`config.mk`:
```
export PLATFORM = sky130hd
export DESIGN_NAME = linear_block_code_codec_unit
export DESIGN_NICKNAME = d
export VERILOG_FILES = /design/src/rtl/core/lbc_pkg.sv /design/src/rtl/core/lbc_encoder.sv /design/src/rtl/core/lbc_decoder.sv /design/src/rtl/core/linear_block_code_codec_unit.sv
export VERILOG_INCLUDE_DIRS = /design/src /design/src/rtl/core
export SDC_FILE = /design/constraint.sdc
export NUM_CORES = 1
export LEC_CHECK = 0
export BUFFER_PORTS_ARGS = -buffer_cell sky130_fd_sc_hd__buf_2
export CAP_MARGIN = 10
export CORE_MARGIN = 2
export CORE_UTILIZATION = 40
export DETAILED_ROUTE_END_ITERATION = 10
export SETUP_SLACK_MARGIN = 0.05
export SYNTH_ARGS = -nofsm -noshare
export SYNTH_HDL_FRONTEND = slang
export SYNTH_SLANG_ARGS = --single-unit
```
`constraint.sdc`:
```
create_clock -name clock -period 7.25 [get_ports clock]
set_input_delay 1.8125 -clock clock [delete_from_list [all_inputs] [get_ports clock]]
set_output_delay 1.8125 -clock clock [all_outputs]
set_load 0.005 [all_outputs]
```
`src/rtl/core/linear_block_code_codec_unit_macros.svh`:
```
// Assertion macros shared by the codec RTL.
`ifndef LINEAR_BLOCK_CODE_CODEC_UNIT_MACROS_SVH
`define LINEAR_BLOCK_CODE_CODEC_UNIT_MACROS_SVH

`ifndef NO_ASSERTIONS

`define LBC_ASSERT_IMPLY(label, clk, rst, ante, cons) \
   label: assert property (@(posedge clk) disable iff (rst) (ante) |-> (cons)) \
      else $error("lbc implication check failed");

`define LBC_ASSERT_NEXT(label, clk, rst, ante, cons) \
   label: assert property (@(posedge clk) disable iff (rst) (ante) |=> (cons)) \
      else $error("lbc next-cycle check failed");

`else

`define LBC_ASSERT_IMPLY(label, clk, rst, ante, cons)

`define LBC_ASSERT_NEXT(label, clk, rst, ante, cons)

`endif

`endif

```
`src/rtl/core/lbc_pkg.sv`:
```
package lbc_pkg;

   localparam int MSG_W  = 8;
   localparam int WORD_W = 16;
   localparam int SYND_W = 8;
   localparam int CNT_W  = 5;
   localparam int BITS_W = 4;
   localparam int CSR_W  = 64;
   localparam int IDX_W  = 2;

   localparam logic [IDX_W-1:0] CSR_MSG_BITS      = 2'd0;
   localparam logic [IDX_W-1:0] CSR_PARITY_BITS   = 2'd1;
   localparam logic [IDX_W-1:0] CSR_PARITY_MATRIX = 2'd2;

   localparam logic CMD_ENCODE = 1'b0;
   localparam logic CMD_DECODE = 1'b1;

   typedef struct packed {
      logic [BITS_W-1:0] k;
      logic [BITS_W-1:0] q;
      logic [CSR_W-1:0]  matrix;
   } code_cfg_type;

   typedef struct packed {
      logic [WORD_W-1:0] word;
      logic [CNT_W-1:0]  weight;
   } enc_result_type;

   typedef struct packed {
      logic [WORD_W-1:0] word;
      logic [SYND_W-1:0] syndrome;
      logic              found;
      logic [CNT_W-1:0]  position;
      logic              uncorrectable;
   } dec_result_type;

endpackage

```
`src/rtl/core/lbc_encoder.sv`:
```
module lbc_encoder (
   input  lbc_pkg::code_cfg_type            cfg,
   input  logic [lbc_pkg::MSG_W-1:0]        message_word,
   output lbc_pkg::enc_result_type          result
);

   logic [lbc_pkg::MSG_W-1:0]  msg;
   logic [lbc_pkg::SYND_W-1:0] par;
   logic [lbc_pkg::WORD_W-1:0] word;

   always_comb begin
      for (int j = 0; j < lbc_pkg::MSG_W; j++) begin
         msg[j] = message_word[j] & (4'(j) < cfg.k);
      end
      for (int i = 0; i < lbc_pkg::SYND_W; i++) begin
         par[i] = (4'(i) < cfg.q) & (^(msg & cfg.matrix[lbc_pkg::MSG_W*i +: lbc_pkg::MSG_W]));
      end
      word = {8'b0, msg} | ({8'b0, par} << cfg.k);
   end

   assign result.word   = word;
   assign result.weight = lbc_pkg::CNT_W'($countones(word));

endmodule

```
`src/rtl/core/lbc_decoder.sv`:
```
module lbc_decoder (
   input  lbc_pkg::code_cfg_type            cfg,
   input  logic [lbc_pkg::WORD_W-1:0]       received_word,
   output lbc_pkg::dec_result_type          result
);

   logic [lbc_pkg::CNT_W-1:0]  n;
   logic [lbc_pkg::SYND_W-1:0] qmask;
   logic [lbc_pkg::SYND_W-1:0] pcol [lbc_pkg::MSG_W];
   logic [lbc_pkg::SYND_W-1:0] hcol [lbc_pkg::WORD_W];
   logic [lbc_pkg::WORD_W-1:0] word;
   logic [lbc_pkg::SYND_W-1:0] synd;
   logic [3:0]                 pos;
   logic                       hit;

   assign n = {1'b0, cfg.k} + {1'b0, cfg.q};

   always_comb begin
      for (int p = 0; p < lbc_pkg::SYND_W; p++) begin
         qmask[p] = (4'(p) < cfg.q);
      end
      for (int j = 0; j < lbc_pkg::MSG_W; j++) begin
         for (int p = 0; p < lbc_pkg::SYND_W; p++) begin
            pcol[j][p] = cfg.matrix[lbc_pkg::MSG_W*p + j];
         end
      end
      for (int i = 0; i < lbc_pkg::WORD_W; i++) begin
         word[i] = received_word[i] & (5'(i) < n);
         if (5'(i) < {1'b0, cfg.k}) begin
            hcol[i] = pcol[3'(i)] & qmask;
         end else if (5'(i) < n) begin
            hcol[i] = 8'd1 << (5'(i) - {1'b0, cfg.k});
         end else begin
            hcol[i] = '0;
         end
      end
      synd = '0;
      for (int i = 0; i < lbc_pkg::WORD_W; i++) begin
         synd = synd ^ (hcol[i] & {lbc_pkg::SYND_W{word[i]}});
      end
      pos = '0;
      hit = 1'b0;
      for (int i = lbc_pkg::WORD_W - 1; i >= 0; i--) begin
         if ((5'(i) < n) && (hcol[i] == synd)) begin
            pos = 4'(i);
            hit = 1'b1;
         end
      end
   end

   always_comb begin
      result.word          = word;
      result.syndrome      = synd;
      result.found         = (synd != '0);
      result.position      = '0;
      result.uncorrectable = 1'b0;
      if (synd != '0) begin
         if (hit) begin
            result.word     = word ^ (16'd1 << pos);
            result.position = {1'b0, pos} + 5'd1;
         end else begin
            result.uncorrectable = 1'b1;
         end
      end
   end

endmodule

```
`src/rtl/core/linear_block_code_codec_unit.sv`:
```
// Channel   Ports                                        Handshake
// request   req_command, req_message_word,               start & !busy
//           req_received_word
// response  rsp_code_word, rsp_code_weight, rsp_syndrome, rsp_valid, one cycle
//           rsp_error_found, rsp_error_position,
//           rsp_uncorrectable
// config    csr_index, csr_wdata                         csr_we
//
// One item per cycle, back to back. Accepting an item loads the input register;
// the response register then captures the result (XOR trees and column
// compares sit between), and rsp_valid is registered alongside it.
// busy is high during reset and in the first cycle after it; afterwards every
// start is taken.
// Synchronous reset restores k = 4, q = 3, matrix zero and clears valid flags.
// The receiver cannot stall: rsp_valid marks each item for one cycle.
`include "linear_block_code_codec_unit_macros.svh"

module linear_block_code_codec_unit #(
   parameter int MAX_MSG_BITS    = 8,
   parameter int MAX_PARITY_BITS = 8
) (
   input  logic                              clock,
   input  logic                              reset,
   input  logic                              start,
   output logic                              busy,
   input  logic                              req_command,
   input  logic [lbc_pkg::MSG_W-1:0]         req_message_word,
   input  logic [lbc_pkg::WORD_W-1:0]        req_received_word,
   output logic                              rsp_valid,
   output logic [lbc_pkg::WORD_W-1:0]        rsp_code_word,
   output logic [lbc_pkg::CNT_W-1:0]         rsp_code_weight,
   output logic [lbc_pkg::SYND_W-1:0]        rsp_syndrome,
   output logic                              rsp_error_found,
   output logic [lbc_pkg::CNT_W-1:0]         rsp_error_position,
   output logic                              rsp_uncorrectable,
   input  logic                              csr_we,
   input  logic [lbc_pkg::IDX_W-1:0]         csr_index,
   input  logic [lbc_pkg::CSR_W-1:0]         csr_wdata
);

   localparam logic [lbc_pkg::BITS_W-1:0] K_LIM =
      lbc_pkg::BITS_W'((MAX_MSG_BITS < lbc_pkg::MSG_W) ? MAX_MSG_BITS : lbc_pkg::MSG_W);
   localparam logic [lbc_pkg::BITS_W-1:0] Q_LIM =
      lbc_pkg::BITS_W'((MAX_PARITY_BITS < lbc_pkg::SYND_W) ? MAX_PARITY_BITS : lbc_pkg::SYND_W);

   logic [lbc_pkg::BITS_W-1:0] msg_bits_ff;
   logic [lbc_pkg::BITS_W-1:0] parity_bits_ff;
   logic [lbc_pkg::CSR_W-1:0]  parity_matrix_ff;
   logic                       busy_ff;

   logic                       req_valid_ff;
   logic                       req_valid_in;
   logic                       req_command_ff;
   logic [lbc_pkg::MSG_W-1:0]  req_message_ff;
   logic [lbc_pkg::WORD_W-1:0] req_received_ff;

   logic                       rsp_valid_ff;
   logic [lbc_pkg::WORD_W-1:0] rsp_word_ff;
   logic [lbc_pkg::WORD_W-1:0] rsp_word_in;
   logic [lbc_pkg::CNT_W-1:0]  rsp_weight_ff;
   logic [lbc_pkg::CNT_W-1:0]  rsp_weight_in;
   logic [lbc_pkg::SYND_W-1:0] rsp_synd_ff;
   logic [lbc_pkg::SYND_W-1:0] rsp_synd_in;
   logic                       rsp_found_ff;
   logic                       rsp_found_in;
   logic [lbc_pkg::CNT_W-1:0]  rsp_pos_ff;
   logic [lbc_pkg::CNT_W-1:0]  rsp_pos_in;
   logic                       rsp_unc_ff;
   logic                       rsp_unc_in;

   lbc_pkg::code_cfg_type      cfg;
   lbc_pkg::enc_result_type    enc_result;
   lbc_pkg::dec_result_type    dec_result;

   always_comb begin
      cfg.matrix = parity_matrix_ff;
      if (msg_bits_ff == '0) begin
         cfg.k = 4'd1;
      end else if (msg_bits_ff > K_LIM) begin
         cfg.k = K_LIM;
      end else begin
         cfg.k = msg_bits_ff;
      end
      if (parity_bits_ff == '0) begin
         cfg.q = 4'd1;
      end else if (parity_bits_ff > Q_LIM) begin
         cfg.q = Q_LIM;
      end else begin
         cfg.q = parity_bits_ff;
      end
   end

   always_ff @(posedge clock) begin
      if (reset) begin
         msg_bits_ff      <= 4'd4;
         parity_bits_ff   <= 4'd3;
         parity_matrix_ff <= '0;
      end else if (csr_we) begin
         case (csr_index)
            lbc_pkg::CSR_MSG_BITS:      msg_bits_ff      <= csr_wdata[lbc_pkg::BITS_W-1:0];
            lbc_pkg::CSR_PARITY_BITS:   parity_bits_ff   <= csr_wdata[lbc_pkg::BITS_W-1:0];
            lbc_pkg::CSR_PARITY_MATRIX: parity_matrix_ff <= csr_wdata;
            default: ;
         endcase
      end
   end

   assign busy         = busy_ff;
   assign req_valid_in = start & ~busy_ff;

   always_ff @(posedge clock) begin
      if (reset) begin
         busy_ff      <= 1'b1;
         req_valid_ff <= 1'b0;
         rsp_valid_ff <= 1'b0;
      end else begin
         busy_ff      <= 1'b0;
         req_valid_ff <= req_valid_in;
         rsp_valid_ff <= req_valid_ff;
      end
   end

   always_ff @(posedge clock) begin
      if (req_valid_in) begin
         req_command_ff  <= req_command;
         req_message_ff  <= req_message_word;
         req_received_ff <= req_received_word;
      end
   end

   lbc_encoder u_encoder (
      .cfg          (cfg),
      .message_word (req_message_ff),
      .result       (enc_result)
   );

   lbc_decoder u_decoder (
      .cfg           (cfg),
      .received_word (req_received_ff),
      .result        (dec_result)
   );

   always_comb begin
      if (req_command_ff == lbc_pkg::CMD_DECODE) begin
         rsp_word_in   = dec_result.word;
         rsp_weight_in = '0;
         rsp_synd_in   = dec_result.syndrome;
         rsp_found_in  = dec_result.found;
         rsp_pos_in    = dec_result.position;
         rsp_unc_in    = dec_result.uncorrectable;
      end else begin
         rsp_word_in   = enc_result.word;
         rsp_weight_in = enc_result.weight;
         rsp_synd_in   = '0;
         rsp_found_in  = 1'b0;
         rsp_pos_in    = '0;
         rsp_unc_in    = 1'b0;
      end
   end

   always_ff @(posedge clock) begin
      if (req_valid_ff) begin
         rsp_word_ff   <= rsp_word_in;
         rsp_weight_ff <= rsp_weight_in;
         rsp_synd_ff   <= rsp_synd_in;
         rsp_found_ff  <= rsp_found_in;
         rsp_pos_ff    <= rsp_pos_in;
         rsp_unc_ff    <= rsp_unc_in;
      end
   end

   assign rsp_valid          = rsp_valid_ff;
   assign rsp_code_word      = rsp_word_ff;
   assign rsp_code_weight    = rsp_weight_ff;
   assign rsp_syndrome       = rsp_synd_ff;
   assign rsp_error_found    = rsp_found_ff;
   assign rsp_error_position = rsp_pos_ff;
   assign rsp_uncorrectable  = rsp_unc_ff;

   `LBC_ASSERT_NEXT(a_rsp_follows_req, clock, reset, req_valid_ff, rsp_valid)
   `LBC_ASSERT_IMPLY(a_found_has_synd, clock, reset,
      rsp_valid && rsp_error_found, rsp_syndrome != '0)
   `LBC_ASSERT_IMPLY(a_unc_no_position, clock, reset,
      rsp_valid && rsp_uncorrectable, rsp_error_found && (rsp_error_position == '0))
   `LBC_ASSERT_IMPLY(a_clean_no_fix, clock, reset,
      rsp_valid && !rsp_error_found, (rsp_error_position == '0) && !rsp_uncorrectable)
   `LBC_ASSERT_IMPLY(a_weight_encode_only, clock, reset,
      rsp_valid && (rsp_code_weight != '0), rsp_syndrome == '0)

endmodule
```
==> key figures <==
Run status
  • Result of the run: finished, final reports clean

Global route
  • Initial antenna violation count: 1
  • GRT Total Usage: 37.95%
  • Largest net degree at the start of global routing: 76
  • Vias in the first global route: 14180
  • First-pass GRT wire length: 96220 um
  • Total grt overflow: 0

Routing
  • Via/cell ratio: 5.983
  • # DRC: 0
  • Length of routed met2 wiring: 29360 um
  • First-pass DRT Iterations: 6
  • DRT antenna net count: 0
  • Wire per inst: 27.10 um
  • Highest Signal Layer: met5
  • Final WL: 67210 um
  • Vias: 14837
  • Met3 wire len: 6098 um
  • Iter 0 DRT Violations: 1730
  • Met1 Wirelength: 28170 um

Floorplan
  • Std-Cell Rows: 66
  • Core region area: 0.03270 sq mm
  • Starting Density: 40.78%
  • # IOs: 133
  • Die Area: 0.03482 sq mm
  • Die width: 186.6 um
  • Die Span Y: 186.6 um

Run
  • Max_cap viols: 0

Synth
  • Seq/Total Area, Yosys: 24.99%
  • Top FF cell, synth: dfxtp_1
  • Flops & latches, synth: 136
  • Post-Syn Area per Cell: 7.713 sq um
  • Cells after Synth: 1729
  • Area contributors post-synth: edfxtp_1 (14%), dfxtp_1 (11%), xnor2_1 (10%), nand2_1 (8.9%), a21oi_1 (4.4%)
  • Synth cell types: 98
  • Post-synth net total: 1876
  • Mapped Area: 0.01334 sq mm
  • Yosys top cell by area: edfxtp_1
  • Synth top area share: 13.73%
  • Number of synthesized flops with an enable pin: 61
  • FFs w/ async S/R, synth: 0%
  • Synth Warn #: 0

Power
  • Total power: 0.003775 W
  • P per Cell Area: 222.8 mW/mm^2
  • Leak pwr: 6.728 nW
  • Max rail drop VDD: 0.1829 mV

STA
  • Final setup viols: 0
  • Upper clock frequency limit: 0.1415 GHz
  • Fin crit share: 97.48%
  • Min Hold Slack: 459.2 ps
  • Final period demand of the worst path: 7067 ps
  • RSZ-0062 raised after global routing: true
  • Final Hold Vio Count: 0
  • Clk_skew: 20.66 ps
  • Max_slew headroom: 23.03%
  • Slew @ Worst Pin: 1155 ps
  • Max-slew violations: 0

Placed design
  • GPL Wtd Cong: 1.082
  • Placed Cells: 2438
  • Buffers added on ports: 132
  • Dpl cell area: 0.01600 sq mm
  • Hpwl dp: 54800 um

Setup path
  • Crit path largest cell delay: 630 ps
  • Slowest cell on crit path: nor4_1
  • Crit path DAT: 7280 ps
  • Critical path fanouts, max: 9
  • Crit start category: flop
  • Bufs and invs on worst path: 3
  • Most used cell, CP: ha_1
  • CP Class: reg2reg
  • WP data required: 7460 ps
  • CP Capture Type: flop
  • CP top delay family: simple AND/OR/NAND/NOR gates

Finish
  • Fin nets: 2170
  • Register area: 0.003334 sq mm
  • Number of fill cells: 3280
  • Final std cells w/o fill: 2480
  • Design area: 0.01694 sq mm
  • Synthesis-to-layout area growth: 27.02%
  • Area occupied by multi-input gates: 0.009646 sq mm
  • Layout cell share with drive strength beyond 1: 24.95%

Clock tree
  • TritonCTS clock tree: yes
  • Longest Clk Path Bufs: 2
  • Clk_lat worst skew: 470 ps
  • # clock sinks: 136
  • H-tree level count: 4
  • TritonCTS buffer count: 17
  • Clock Pin Slew Worst Setup and Hold Paths: 70 ps
  • CTS root buf: clkbuf_16

Worst hold path
  • Hold Path Class: reg2reg
-- cell usage after synthesis, drive strengths merged, types with 20 or more instances --
cell type    n
nand2      316
xnor2      162
nor2       135
a21oi      119
dfxtp       75
clkbuf      72
edfxtp      61
nand3       60
o21ai       52
nor3        50
inv         44
ha          40
xor2        38
and2        35
buf         33
nor2b       27
a31oi       25
and3        25
nand4       24
nor4        20
-- repair_timing --
| action | CTS | global route |
|---|---|---|
| gates resized for setup | 10 | 47 |
| endpoints found under the setup margin | 15 | 25 |
| hold buffers | 0 | 0 |
| pin swaps | 0 | 8 |
| gates cloned | 0 | 1 |
| buffers inserted | 0 | 7 |
-- sequential cells by signal (all words and copies together), names as in the netlist, 4 cells and up --
| signal | count |
|---|---|
| parity_bits_ff | 4 |
| rsp_syndrome | 8 |
| parity_matrix_ff | 64 |
| msg_bits_ff | 4 |
| rsp_code_weight | 5 |
| req_message_ff | 8 |
| req_received_ff | 16 |
| rsp_code_word | 16 |
| rsp_error_position | 5 |
-- path summary, 6_finish.rpt --
| check | from | to | slack [ps] | cells past startpoint |
|---|---|---|---|---|
| worst max-delay path | msg_bits_ff[1] | rsp_code_word[7] | 180 | 26 |
| worst min-delay path | parity_matrix_ff[47] | parity_matrix_ff[47] | 460 | 2 |
| worst max register to register | msg_bits_ff[1] | rsp_code_word[7] | 180 | 26 |
| worst min register to register | parity_matrix_ff[47] | parity_matrix_ff[47] | 460 | 2 |
-- worst reg2reg max path: stages (launching register included) --
cell	delay, ps
dfxtp_1	340
o21ba_2	230
nor2_2	150
ha_1	210
inv_1	60
fa_2	600
or3b_2	490
o22ai_2	230
nor3_4	80
buf_12	150
o211ai_2	60
xor3_1	440
xnor3_2	480
and3_2	310
nor2_4	290
buf_4	290
o221ai_1	210
nor4_1	630
o2111ai_1	330
o21ai_0	190
nor2_2	90
ha_1	210
ha_1	190
nand2_1	60
nor2_1	50
xnor2_1	150
mux2_2	270
-- per-stage QoR --
step / utilization (%) / setup TNS [ps] / setup WS, ps
after global routing: 51.79 / 0 / 3.040
final: 51.80 / 0 / 182.7
after floorplan: - / 0 / 22.04
after CTS: 50.89 / 0 / 56.73
after global placement: 48.93 / 0 / 109.3
after detailed placement: 48.93 / -327.8 / -144.4
-- layer usage --
metal / track usage, % / vias to the layer above
li1: - / 6719
met1: 49.93 / 7150
met5: 0 / -
met3: 8.651 / 164
met4: 17.61 / 2
met2: 59.18 / 802
-- placed cells by master (no fill, tap or decap), types with 8 or more instances in the layout --
| cell type | n |
|---|---|
| nand2_1 | 316 |
| inv_1 | 43 |
| o21ai_0 | 42 |
| a211oi_1 | 10 |
| nand3b_1 | 12 |
| nor3_1 | 44 |
| o21ai_1 | 9 |
| a21o_1 | 12 |
| nor4_1 | 16 |
| and3_1 | 24 |
| o211ai_1 | 11 |
| buf_12 | 9 |
| buf_4 | 237 |
| nand3_1 | 60 |
| and2_1 | 32 |
| mux2_2 | 10 |
| a21oi_1 | 114 |
| clkbuf_16 | 19 |
| nor2b_1 | 24 |
| edfxtp_1 | 61 |
| or4_1 | 11 |
| mux2i_1 | 16 |
| or3_1 | 17 |
| xnor2_2 | 11 |
| xnor3_1 | 9 |
| buf_2 | 133 |
| nor2_1 | 129 |
| xnor2_1 | 150 |
| ha_1 | 37 |
| a32oi_1 | 8 |
| o22ai_1 | 13 |
| nand2b_1 | 16 |
| xor2_1 | 35 |
| dfxtp_1 | 74 |
| nand4_1 | 24 |
| fa_1 | 11 |
| a31oi_1 | 23 |
-- where the power goes --
part / leakage [nW] / internal (W) / switching [W] / total (W)
logic: 5.26 / 0.000833 / 0.00118 / 0.00201
registers: 1.18 / 0.000848 / 0.0000226 / 0.000871
clock network: 0.285 / 0.000496 / 0.000395 / 0.000892
total: 6.73 / 0.00218 / 0.00160 / 0.00378
-- cell families (layout without fill, tap and decap cells) --
family                   count (synthesis)  after routing  share of synthesized area (%)
AO/OA/AOI/OAI                          355            355                          17.65
XOR/XNOR                               215            215                          16.05
adder cells (fa/ha/maj)                 52             52                          5.554
buffers and inverters                  150            457                          4.588
flip-flops                             136            136                          24.99
multiplexers                            26             26                          2.045
other                                    0              2                              0
AND/OR/NAND/NOR                        795            795                          29.12
-- layout make-up --
class | count | area share [%]
antenna | 2 | 0.02954
clock buffer | 20 | 2.888
clock inverter | 12 | 0.6057
inverter | 45 | 1.005
multi-input combinational | 1443 | 56.94
sequential | 136 | 19.68
tap | 442 | 3.265
timing repair buffer | 380 | 15.58
No activity file was read; power rests on OpenSTA's default activity.
